**config.mk**
```make
export PLATFORM = sky130hd
export DESIGN_NAME = svp_front
export DESIGN_NICKNAME = d
export VERILOG_FILES = /design/src/hdl/svp_pkg.sv /design/src/hdl/svp_front.sv
export SDC_FILE = /design/constraint.sdc
export NUM_CORES = 1
export LEC_CHECK = 0
export ABC_AREA = 1
export BUFFER_PORTS_ARGS = -buffer_cell sky130_fd_sc_hd__buf_2
export CORE_ASPECT_RATIO = 1.5
export CORE_UTILIZATION = 47
export DETAILED_ROUTE_END_ITERATION = 10
export PLACE_DENSITY = 0.82
export SLEW_MARGIN = 25
export SYNTH_ARGS = -nofsm -noshare
export SYNTH_HDL_FRONTEND = slang
export SYNTH_SLANG_ARGS = --single-unit
```
**constraint.sdc**
```tcl
create_clock -name clk -period 7.8 [get_ports clk]
set_input_delay 0.78 -clock clk [delete_from_list [all_inputs] [get_ports clk]]
set_output_delay 0.78 -clock clk [all_outputs]
set_load 0.02 [all_outputs]
```
**src/hdl/svp_pkg.sv**
```systemverilog
// Shared types, codes and constants of the stride value predictor.
`default_nettype none
package svp_pkg;

	localparam int INDEX_BITS_DEF  = 10;
	localparam int QUEUE_DEPTH_DEF = 64;
	localparam int TAG_W           = 20;
	localparam int CONF_W          = 5;
	localparam int INST_W          = 7;
	localparam int SLOT_W          = 6;
	localparam int SLOT_SPAN       = 64;
	localparam int FQ_DEPTH        = 2;
	localparam logic [INST_W-1:0] INST_MAX  = 7'd127;
	localparam logic [4:0]        TAG_LIMIT = 5'd20;

	// command codes on the input word
	localparam logic [2:0] CMD_LOOKUP  = 3'd0;
	localparam logic [2:0] CMD_ALLOC   = 3'd1;
	localparam logic [2:0] CMD_TRAIN   = 3'd2;
	localparam logic [2:0] CMD_SQUASH  = 3'd3;
	localparam logic [2:0] CMD_RESTORE = 3'd4;
	localparam logic [2:0] CMD_STALL   = 3'd5;

	// configuration register indexes
	localparam logic [2:0] CFG_TAG_BITS   = 3'd0;
	localparam logic [2:0] CFG_CONF_MAX   = 3'd1;
	localparam logic [2:0] CFG_CONF_INC   = 3'd2;
	localparam logic [2:0] CFG_CONF_DEC   = 3'd3;
	localparam logic [2:0] CFG_STRIDE_LIM = 3'd4;
	localparam logic [2:0] CFG_ENTRY_LIM  = 3'd5;

	localparam logic [4:0] TAG_BITS_RST = 5'd14;
	localparam logic [4:0] CONF_MAX_RST = 5'd7;
	localparam logic [4:0] CONF_INC_RST = 5'd1;
	localparam logic [4:0] CONF_DEC_RST = 5'd0;
	localparam logic [4:0] STRIDE_LIM_RST = 5'd0;
	localparam logic [4:0] ENTRY_LIM_RST  = 5'd0;

	typedef enum logic [2:0] {
		OP_LOOKUP, OP_ALLOC, OP_TRAIN, OP_SQUASH, OP_RESTORE, OP_STALL, OP_NONE
	} op_t;

	typedef enum logic [3:0] {
		ST_CLEAR, ST_IDLE, ST_LK_RD, ST_LK_ADD, ST_TR_RD, ST_TW_RD, ST_TW_CMP,
		ST_TR_WR, ST_UN_CHK, ST_UN_QRD, ST_UN_TRD, ST_UN_WR
	} st_t;

	typedef struct packed {
		logic [2:0]  cmd;
		logic [63:0] pc;
		logic [63:0] value;
		logic [5:0]  restore_tail;
		logic        restore_phase;
		logic [6:0]  bundle_count;
	} in_word_t;

	typedef struct packed {
		logic [63:0] prediction;
		logic        confident;
		logic        miss;
		logic [5:0]  slot;
		logic        slot_phase;
		logic        stall_res;
	} out_word_t;

	// classified item handed from the front to the back
	typedef struct packed {
		op_t         op;
		logic [63:0] pc;
		logic [63:0] value;
		logic [5:0]  restore_tail;
		logic        restore_phase;
		logic [6:0]  bundle_count;
	} item_t;

	typedef struct packed {
		logic [TAG_W-1:0]  tag;
		logic [CONF_W-1:0] conf;
		logic [63:0]       last_value;
		logic [63:0]       stride;
		logic [INST_W-1:0] inst;
	} entry_t;

endpackage
`default_nettype wire

```
**src/hdl/svp_front.sv**
```systemverilog
// Front end: accepts input words, classifies the command, buffers in a short queue.
`default_nettype none
module svp_front (
	input  logic             clk,
	input  logic             arst_n,
	input  logic             in_valid,
	output logic             in_ready,
	input  svp_pkg::in_word_t in_data,
	input  logic             clearing,
	output logic             fq_valid,
	output svp_pkg::item_t   fq_item,
	input  logic             fq_pop
);

	svp_pkg::item_t fifo_q [svp_pkg::FQ_DEPTH];
	logic           wr_ptr_q;
	logic           rd_ptr_q;
	logic [1:0]     cnt_q;
	svp_pkg::item_t dec_item;
	logic           push;

	// command decode
	always_comb begin
		dec_item.pc            = in_data.pc;
		dec_item.value         = in_data.value;
		dec_item.restore_tail  = in_data.restore_tail;
		dec_item.restore_phase = in_data.restore_phase;
		dec_item.bundle_count  = in_data.bundle_count;
		unique case (in_data.cmd)
			svp_pkg::CMD_LOOKUP:  dec_item.op = svp_pkg::OP_LOOKUP;
			svp_pkg::CMD_ALLOC:   dec_item.op = svp_pkg::OP_ALLOC;
			svp_pkg::CMD_TRAIN:   dec_item.op = svp_pkg::OP_TRAIN;
			svp_pkg::CMD_SQUASH:  dec_item.op = svp_pkg::OP_SQUASH;
			svp_pkg::CMD_RESTORE: dec_item.op = svp_pkg::OP_RESTORE;
			svp_pkg::CMD_STALL:   dec_item.op = svp_pkg::OP_STALL;
			default:              dec_item.op = svp_pkg::OP_NONE;
		endcase
	end

	assign in_ready = (cnt_q != 2'(svp_pkg::FQ_DEPTH)) && !clearing;
	assign push     = in_valid && in_ready;
	assign fq_valid = (cnt_q != 2'd0);
	assign fq_item  = fifo_q[rd_ptr_q];

	// queue pointers
	always_ff @(posedge clk or negedge arst_n) begin
		if (!arst_n) begin
			wr_ptr_q <= 1'b0;
			rd_ptr_q <= 1'b0;
			cnt_q    <= 2'd0;
		end else begin
			if (push) wr_ptr_q <= ~wr_ptr_q;
			if (fq_pop) rd_ptr_q <= ~rd_ptr_q;
			cnt_q <= cnt_q + 2'(push) - 2'(fq_pop);
		end
	end

	always_ff @(posedge clk) begin
		if (push) begin
			fifo_q[wr_ptr_q] <= dec_item;
		end
	end

endmodule
`default_nettype wire

```
; Word-level counts from Yosys, hierarchy flattened
; Memories as Yosys holds them, arrays and structs flattened.
; Index checks and enable logic that the tools add are counted.
[op_classes]
n_eq_ne = 6
reduce_logical = 5
mux = 3
add_sub_neg = 2
bitwise_logic = 2
[ops]
columns = cell, n
row1 = $pmux 3 s6, 1
row2 = $eq 3x2->1 const B, 2
row3 = $eq 3x3->1 const B, 2
row4 = $eq 3x1->1 const B, 1
row5 = $logic_not 3->1, 1
row6 = $add 2x1->2, 1
row7 = $logic_and 1x1->1, 2
row8 = $mux 1, 2
row9 = $ne 2x2->1 const B, 1
row10 = $not 1->1, 2
row11 = $reduce_bool 2->1, 1
row12 = $sub 2x1->2, 1
row13 = $logic_not 1->1, 1
[word_totals]
ram_bits = 290
word_cells = 22
reg_bits = 4
n_memories = 1
out_inout_bits = 147
[memory_table]
columns = name, depth, width, rd, rd_ports_with_merged_regs, write_ports, line_no
row1 = fifo_q, 2, 145, 1, 0, 1, svp_front.sv:15  ; svp_pkg::item_t fifo_q [svp_pkg::FQ_DEPTH];

; Longest topological paths before layout
; Gate-level depths: netlist of run 1.
[logic_depth]
word_depth = 5
ltp_mapped = 9
depth_no_buf = 9

; Worst setup path after synthesis of run 1
; No wires, ideal clock.
[synth_path]
path_type = in2reg
startpoint = input clearing
endpoint = memory fifo_q[1][0] (netlist bit), enable pin
t_required_ps = 7148
arrival_ps = 6979
stages = 3
setup_time_ps = 652
slack_ps = 170
cell_sequence = inv_1 > nand3_1 > nor2_1
[synth_via]
elab_chain_len = 5
[synth_rtl]
columns = item, line_no
row1 = start: declaration, svp_front.sv:9  ; input logic clearing,
row2 = $logic_not 1->1, svp_front.sv:40  ; assign in_ready = (cnt_q != 2'(svp_pkg::FQ_DEPTH)) && !clearing;
row3 = $logic_and 1x1->1, svp_front.sv:40
row4 = $logic_and 1x1->1, svp_front.sv:41  ; assign push = in_valid && in_ready;
row5 = $mux 1, svp_front.sv:59  ; if (push) begin
row6 = $mux 1 (implied by the code), svp_front.sv:60  ; fifo_q[wr_ptr_q] <= dec_item;
row7 = end: declaration, svp_front.sv:15
; Every way passes these cells.

==> impl_metrics.ini, run 1 <==
[floorplan]
row_count = 68
die_h_um = 190
coreArea_um2 = 23100
io_pins = 297
die_width_um = 127
die_area_um2 = 24200
floorplan.initialDensity_pct = 48.0

[clock_tree]
clk_path_buf_depth = 3
tritoncts = yes
cts_made_buffers = 27
cts-resized-gates = 0
clock_insertion_delay_at_the_later_pin_of_the_skew_report_ps = 520
tritoncts_num_sinks = 294
cts_hold_buf = 0
cts_root_buf = clkbuf_16
cts.repair_timing.setup_buffer_count = 0
ctsHtreeMaxLevel = 1
clk_pin_slew_ps = 60

[yosys]
syn-mean-instance-area_um2 = 14.0
post_synth_instance_area_um2 = 11100
synth_seq_area_share_pct = 79.6
yosys_warnings = 0
post_synth_inst_count = 789
synth_fp_nets = 941
synth.ff_latch_count = 294
number_of_distinct_standard_cells_referenced_by_the_synthesized_netlist = 19

[detailed_routing]
drt_pre_antenna_iters = 4
postRouteAntennaNets = 0
finalWirelength_um = 22200
drc_viols = 0
post_drt_via_cell_ratio = 4.68
via_count = 6669
wire_per_inst_um = 15.5
drtIter0Drc = 432

[timing]
max_clock_freq_mhz = 280
fin_setup_tns_ps = 0
rsz0062_at_grt = no
slew_violations = 0
relSlewSlack_pct = 36.3
finalCritPeriodShare_pct = 45.7
final_period_minus_worst_setup_slack_ps = 3570
worst_slew_pin_slew_ps = 956
timing.clock.skew_ps = 16.8
hold_viol = 0
timing.final.setup_violations = 0

[cells_and_area]
area_delta_synth_final_pct = 22.9
fin_nets = 1237
share_of_layout_cells_above_drive_strength_1_pct = 31.4
multi_input_comb_area_um2 = 1390
fillerInstances = 1768
seqCellArea_um2 = 8810

[setup_path]
critical_path.top_delay_family = flip-flops
crit_path_class = register to output port
critical_path_required_ps = 7020
max_stage_delay_ps = 970
worst_setup_path_start_kind = register
cp_cell_sequence = buf_12 -> nand2_1 -> o21ai_0 -> buf_2
critical_path.max_fanout = 196
critical_path.slowest_cell = dfrtp_4
critPathArrivalTime_ps = 2790
critical_path_buf_inv_count = 2
timing.critical_path.to_type = output port

[job]
number_of_violations_of_the_max_capacitance_limit = 0

[pwr]
power.ir.vdd_worst_v = 0.000257
power-per-cell-area_nw_per_um2 = 356
power_frac_seq_pct = 42.8
total_leakage_power_nw = 5.73
power.total_w = 0.00484
combinational_power_share_pct = 30.2
sw_frac_of_total_pct = 35.1
internal-power_w = 0.00314
p_clk_share_pct = 27.1
switchingPower_w = 0.00170

[global_route]
number_of_antenna_violations_at_the_first_check_in_global_routing = 10
grt_overflow = 0
first_pass_grt_wire_length_um = 33300
grt.total_usage_pct = 18.1
first_global_vias = 6757
grt_max_degree = 197

[placement]
globalplace.congestion = 0.870
port_buffers = 296
post-dp-hpwl_um = 14800

[hold_path]
hold_crit_path_type = input pin to asynchronous set/reset pin

[status]
status = completed
worst paths after layout:
path	start	endpoint	slack (ps)	depth (start not counted)
min reg2reg	wr_ptr_q$_DFFE_PN0P_	wr_ptr_q$_DFFE_PN0P_	520	2
min in group clk	in_data[85]	fifo_q[0][85]$_DFFE_PP_	440	1
max	rd_ptr_q$_DFFE_PN0P_	fq_item[5]	4230	4
max reg2reg	wr_ptr_q$_DFFE_PN0P_	fifo_q[0][9]$_DFFE_PP_	5150	4
min	arst_n	cnt_q[0]$_DFF_PN0_	50	1
max in group asynchronous	arst_n	rd_ptr_q$_DFFE_PN0P_	7600	1
worst reg2reg max path, cell delays in order (launching register included):
cell and delay, ps:
dfrtp_1 390, inv_1 120, nand4_1 230, inv_6 630, buf_4 890
area by class of cell:
type                            instances  share of cell area [%]
Timing Repair Buffer                  301                    11.3
Clock inverter                         19                    1.45
Sequential cell                       294                    64.8
Clock buffer                           30                    5.05
Multi-Input combinational cell        308                    10.2
Tap cell                              315                    2.90
Antenna cell                            6                   0.110
Inverter                              153                    4.26
cell usage in the layout (no fill, tap or decap):
cell / count
bufinv_16: 4
dfrtp_4: 1
clkbuf_16: 27
o21ai_1: 11
nand3_1: 2
clkinv_1: 6
diode_2: 6
edfxtp_1: 290
buf_2: 296
xor2_1: 1
buf_4: 4
o21ai_0: 131
a21boi_0: 1
a21oi_1: 1
clkinvlp_4: 4
o21ai_2: 3
dfrtp_1: 3
inv_6: 1
nor2_4: 1
clkbuf_1: 3
nand2_1: 154
buf_12: 1
clkinv_2: 5
nand4_1: 1
ha_1: 2
inv_1: 152
kinds of logic (layout without fill, tap and decap cells):
family | after synthesis | after routing | share of synthesized area [%]
adder cells (fa/ha/maj) | 2 | 2 | 0.226
XOR/XNOR | 1 | 1 | 0.0792
buffers and inverters | 187 | 503 | 7.93
flip-flops | 294 | 294 | 79.6
AO/OA/AOI/OAI | 147 | 147 | 6.77
AND/OR/NAND/NOR | 158 | 158 | 5.40
other | 0 | 6 | 0
routing by layer:
| layer | global-route usage (%) | wire length, um |
|---|---|---|
| met1 | 18.1 | 7580 |
| met2 | 33.7 | 12100 |
| met3 | 3.77 | 1170 |
| met4 | 11.6 | 1230 |
| met5 | 0 | 57 |
synthesized netlist by cell type, drive strengths merged:
cell	number	share of area, %
inv	153	5.2
nand4	1	0.057
a21boi	1	0.068
nand2	154	5.2
clkbuf	11	1.2
o21ai	145	6.7
a21oi	1	0.045
nand3	2	0.090
buf	23	1.5
edfxtp	290	79
xor2	1	0.079
ha	2	0.23
dfrtp	4	0.90
nor2	1	0.034
registers in the layout, indices dropped and copies added (netlist names):
signal / cells
fifo_q: 290
cnt_q: 2
rd_ptr_q: 1
wr_ptr_q: 1
power groups by stage:
| stage | Clock [W] | Combinational, W | Sequential [W] |
|---|---|---|---|
| global route | 0.00139 | 0.00158 | 0.00209 |
| finish | 0.00131 | 0.00146 | 0.00207 |
| detailed placement | 0 | 0.00147 | 0.00210 |
| CTS | 0.00134 | 0.00148 | 0.00207 |
| floorplan | 0 | 0.00108 | 0.00206 |
| global placement | 0 | 0.00144 | 0.00209 |
through the flow:
stage / std cells / hold slack [ps] / setup WS [ps] / util [%] / area [um^2]
CTS: 1420 / 27.7 / 4280 / 58.9 / 13600
global route: 1426 / 41.2 / 4030 / 59.0 / 13600
floorplan: 789 / 442 / 170 / - / 11100
detailed placement: 1371 / 501 / 4760 / 55.1 / 12700
finish: 1426 / 51.4 / 4230 / 59.0 / 13600
global placement: 1371 / 470 / 4780 / 55.1 / 12700
Power figures use the tool's default switching activity.
==> inputs of run 2 (changes only) <==
Clock period 7.8 ns to 3.2 ns, I/O delays scaled along.
==> run 2 against run 1 <==
Compared with the run above:
- register-to-register slack got worse by 3900 ps
- design area increased by 12%
- global-route usage increased by 4.0 points
- final cell count increased by 11%
- largest cell class unchanged
==> impl_metrics.ini, run 2 (synthesis gave the netlist of run 1 again) <==
[cells_and_area]
area_delta_synth_final_pct = 38.0
commonest_non_fill_non_tap_cell_in_the_layout = buf_2
top_register = fifo_q
fin_nets = 1400
share_of_layout_cells_above_drive_strength_1_pct = 29.1
multi_input_comb_area_um2 = 1390
final_cell_mix = 296 x buf_2, 290 x edfxtp_1, 154 x nand2_1, 152 x inv_1, 146 x dlygate4sd3_1
finalNonFillerCells = 1589
reg_top3 = fifo_q: 290 flops, cnt_q: 2 flops
seqCellArea_um2 = 8810
fillerInstances = 1515
largest_reg_flops = 290

[placement]
numPlacedInstances = 1388
post-place-ws_ps = 1230
globalplace.congestion = 0.813
port_buffers = 296
post-dp-hpwl_um = 15700

[pwr]
switchingPower_w = 0.00437
p_clk_share_pct = 25.9
power.total_w = 0.0122
internal-power_w = 0.00782
power-per-cell-area_nw_per_um2 = 799
power_frac_seq_pct = 41.3
combinational_power_share_pct = 32.8
power.ir.vdd_worst_v = 0.000656
total_leakage_power_nw = 6.45
sw_frac_of_total_pct = 35.9

[timing]
hold_viol = 0
layout_setup_ws_ps = 614
timing.final.setup_violations = 0
finalCritPeriodShare_pct = 80.8
slew_violations = 0
fin_setup_tns_ps = 0
timing.clock.skew_ps = 7.71
relSlewSlack_pct = 48.2
max_clock_freq_mhz = 387
final_period_minus_worst_setup_slack_ps = 2590
rsz0062_at_grt = no
worst_slew_pin_slew_ps = 776

[setup_path]
timing.critical_path.to_type = output port
critPathArrivalTime_ps = 2270
worst_setup_path_start_kind = register
cp_cell_sequence = buf_4 -> nand2_1 -> o21ai_0 -> buf_2
critical_path.max_fanout = 69
critical_path_required_ps = 2880
crit_path_class = register to output port
critical_path.slowest_cell = dfrtp_4
max_stage_delay_ps = 930

[floorplan]
die_area_um2 = 24200
row_count = 68
die_h_um = 190
coreArea_um2 = 23100
die_width_um = 127
floorplan.initialDensity_pct = 48.0
io_pins = 297

[detailed_routing]
drt_pre_antenna_iters = 5
drc_viols = 0
finalWirelength_um = 26900
via_count = 7632
drtIter0Drc = 572
postRouteAntennaNets = 0
wire_per_inst_um = 16.9
post_drt_via_cell_ratio = 4.80

[clock_tree]
cts_hold_buf = 146
cts_made_buffers = 27
clock_insertion_delay_at_the_later_pin_of_the_skew_report_ps = 530
cts-resized-gates = 0
tritoncts_num_sinks = 294
clk_pin_slew_ps = 60
ctsHtreeMaxLevel = 1
tritoncts = yes
cts_root_buf = clkbuf_16
clk_path_buf_depth = 3
cts.repair_timing.setup_buffer_count = 0

[global_route]
first_global_vias = 8053
number_of_antenna_violations_at_the_first_check_in_global_routing = 6
grt_max_degree = 74
first_pass_grt_wire_length_um = 40600
grt.total_usage_pct = 22.1
grt_overflow = 0

[job]
number_of_violations_of_the_max_capacitance_limit = 0

[hold_path]
hold_crit_path_type = input pin to asynchronous set/reset pin

[status]
status = completed
run 2: cell types whose count changed in the layout (fill, tap and decap cells not counted), moves of 2 or more:
cell | previous run | this run
dlygate4sd3_1 | 0 | 146
bufinv_16 | 4 | 1
buf_12 | 1 | 8
clkinv_1 | 6 | 1
clkbuf_8 | 0 | 5
buf_4 | 4 | 14
clkinv_4 | 0 | 2
run 2: through the flow:
stage	instance area, um^2	util (%)	hold slack, ps
CTS	15300	66.2	105
global route	15300	66.2	114
finish	15300	66.3	133
global placement	12900	56.1	128
detailed placement	12900	56.1	127
floorplan	11100	-	24.4
run 2: power by group through the flow:
stage | sequential, W | combinational (W) | clock (W)
final | 0.00504 | 0.00401 | 0.00316
after detailed placement | 0.00511 | 0.00379 | 0
after global routing | 0.00508 | 0.00431 | 0.00338
after floorplan | 0.00498 | 0.00263 | 0
after global placement | 0.00508 | 0.00371 | 0
after CTS | 0.00503 | 0.00394 | 0.00318
run 2: worst max-delay path: cells and delay by family (launching register included):
| family | cells | cell delay [ps] |
|---|---|---|
| buf+inv | 2 | 570 |
| flops | 1 | 930 |
| simple gates | 1 | 90 |
| compound gates | 1 | 120 |
run 2: layout make-up:
type	instances	share of cell area, %
Clock inverter	13	0.754
Multi-Input combinational cell	308	9.12
Tap cell	315	2.58
Sequential cell	294	57.7
Clock buffer	36	4.97
Timing Repair Buffer	464	21.0
Antenna cell	6	0.0983
Inverter	153	3.78
run 2: metal layers:
layer	wire length [um]	GRT usage, %	up-vias	part of all wire, %
met5	13	0	-	0.048
met4	1730	15.2	2	6.5
met3	1470	3.71	117	5.5
met2	14500	41.0	347	54
met1	9100	22.4	3574	34
li1	-	-	3592	-
run 2: final timing paths:
path | startpoint | end | slack (ps) | cells past startpoint
setup / recovery | rd_ptr_q$_DFFE_PN0P_ | fq_item[92] | 610 | 4
hold / removal | arst_n | cnt_q[1]$_DFF_PN0_ | 130 | 2
setup reg to reg | cnt_q[1]$_DFF_PN0_ | fifo_q[1][35]$_DFFE_PP_ | 1260 | 4
hold reg to reg | wr_ptr_q$_DFFE_PN0P_ | wr_ptr_q$_DFFE_PN0P_ | 480 | 2
max in group asynchronous | arst_n | rd_ptr_q$_DFFE_PN0P_ | 2940 | 2
min in group clk | in_valid | wr_ptr_q$_DFFE_PN0P_ | 160 | 4
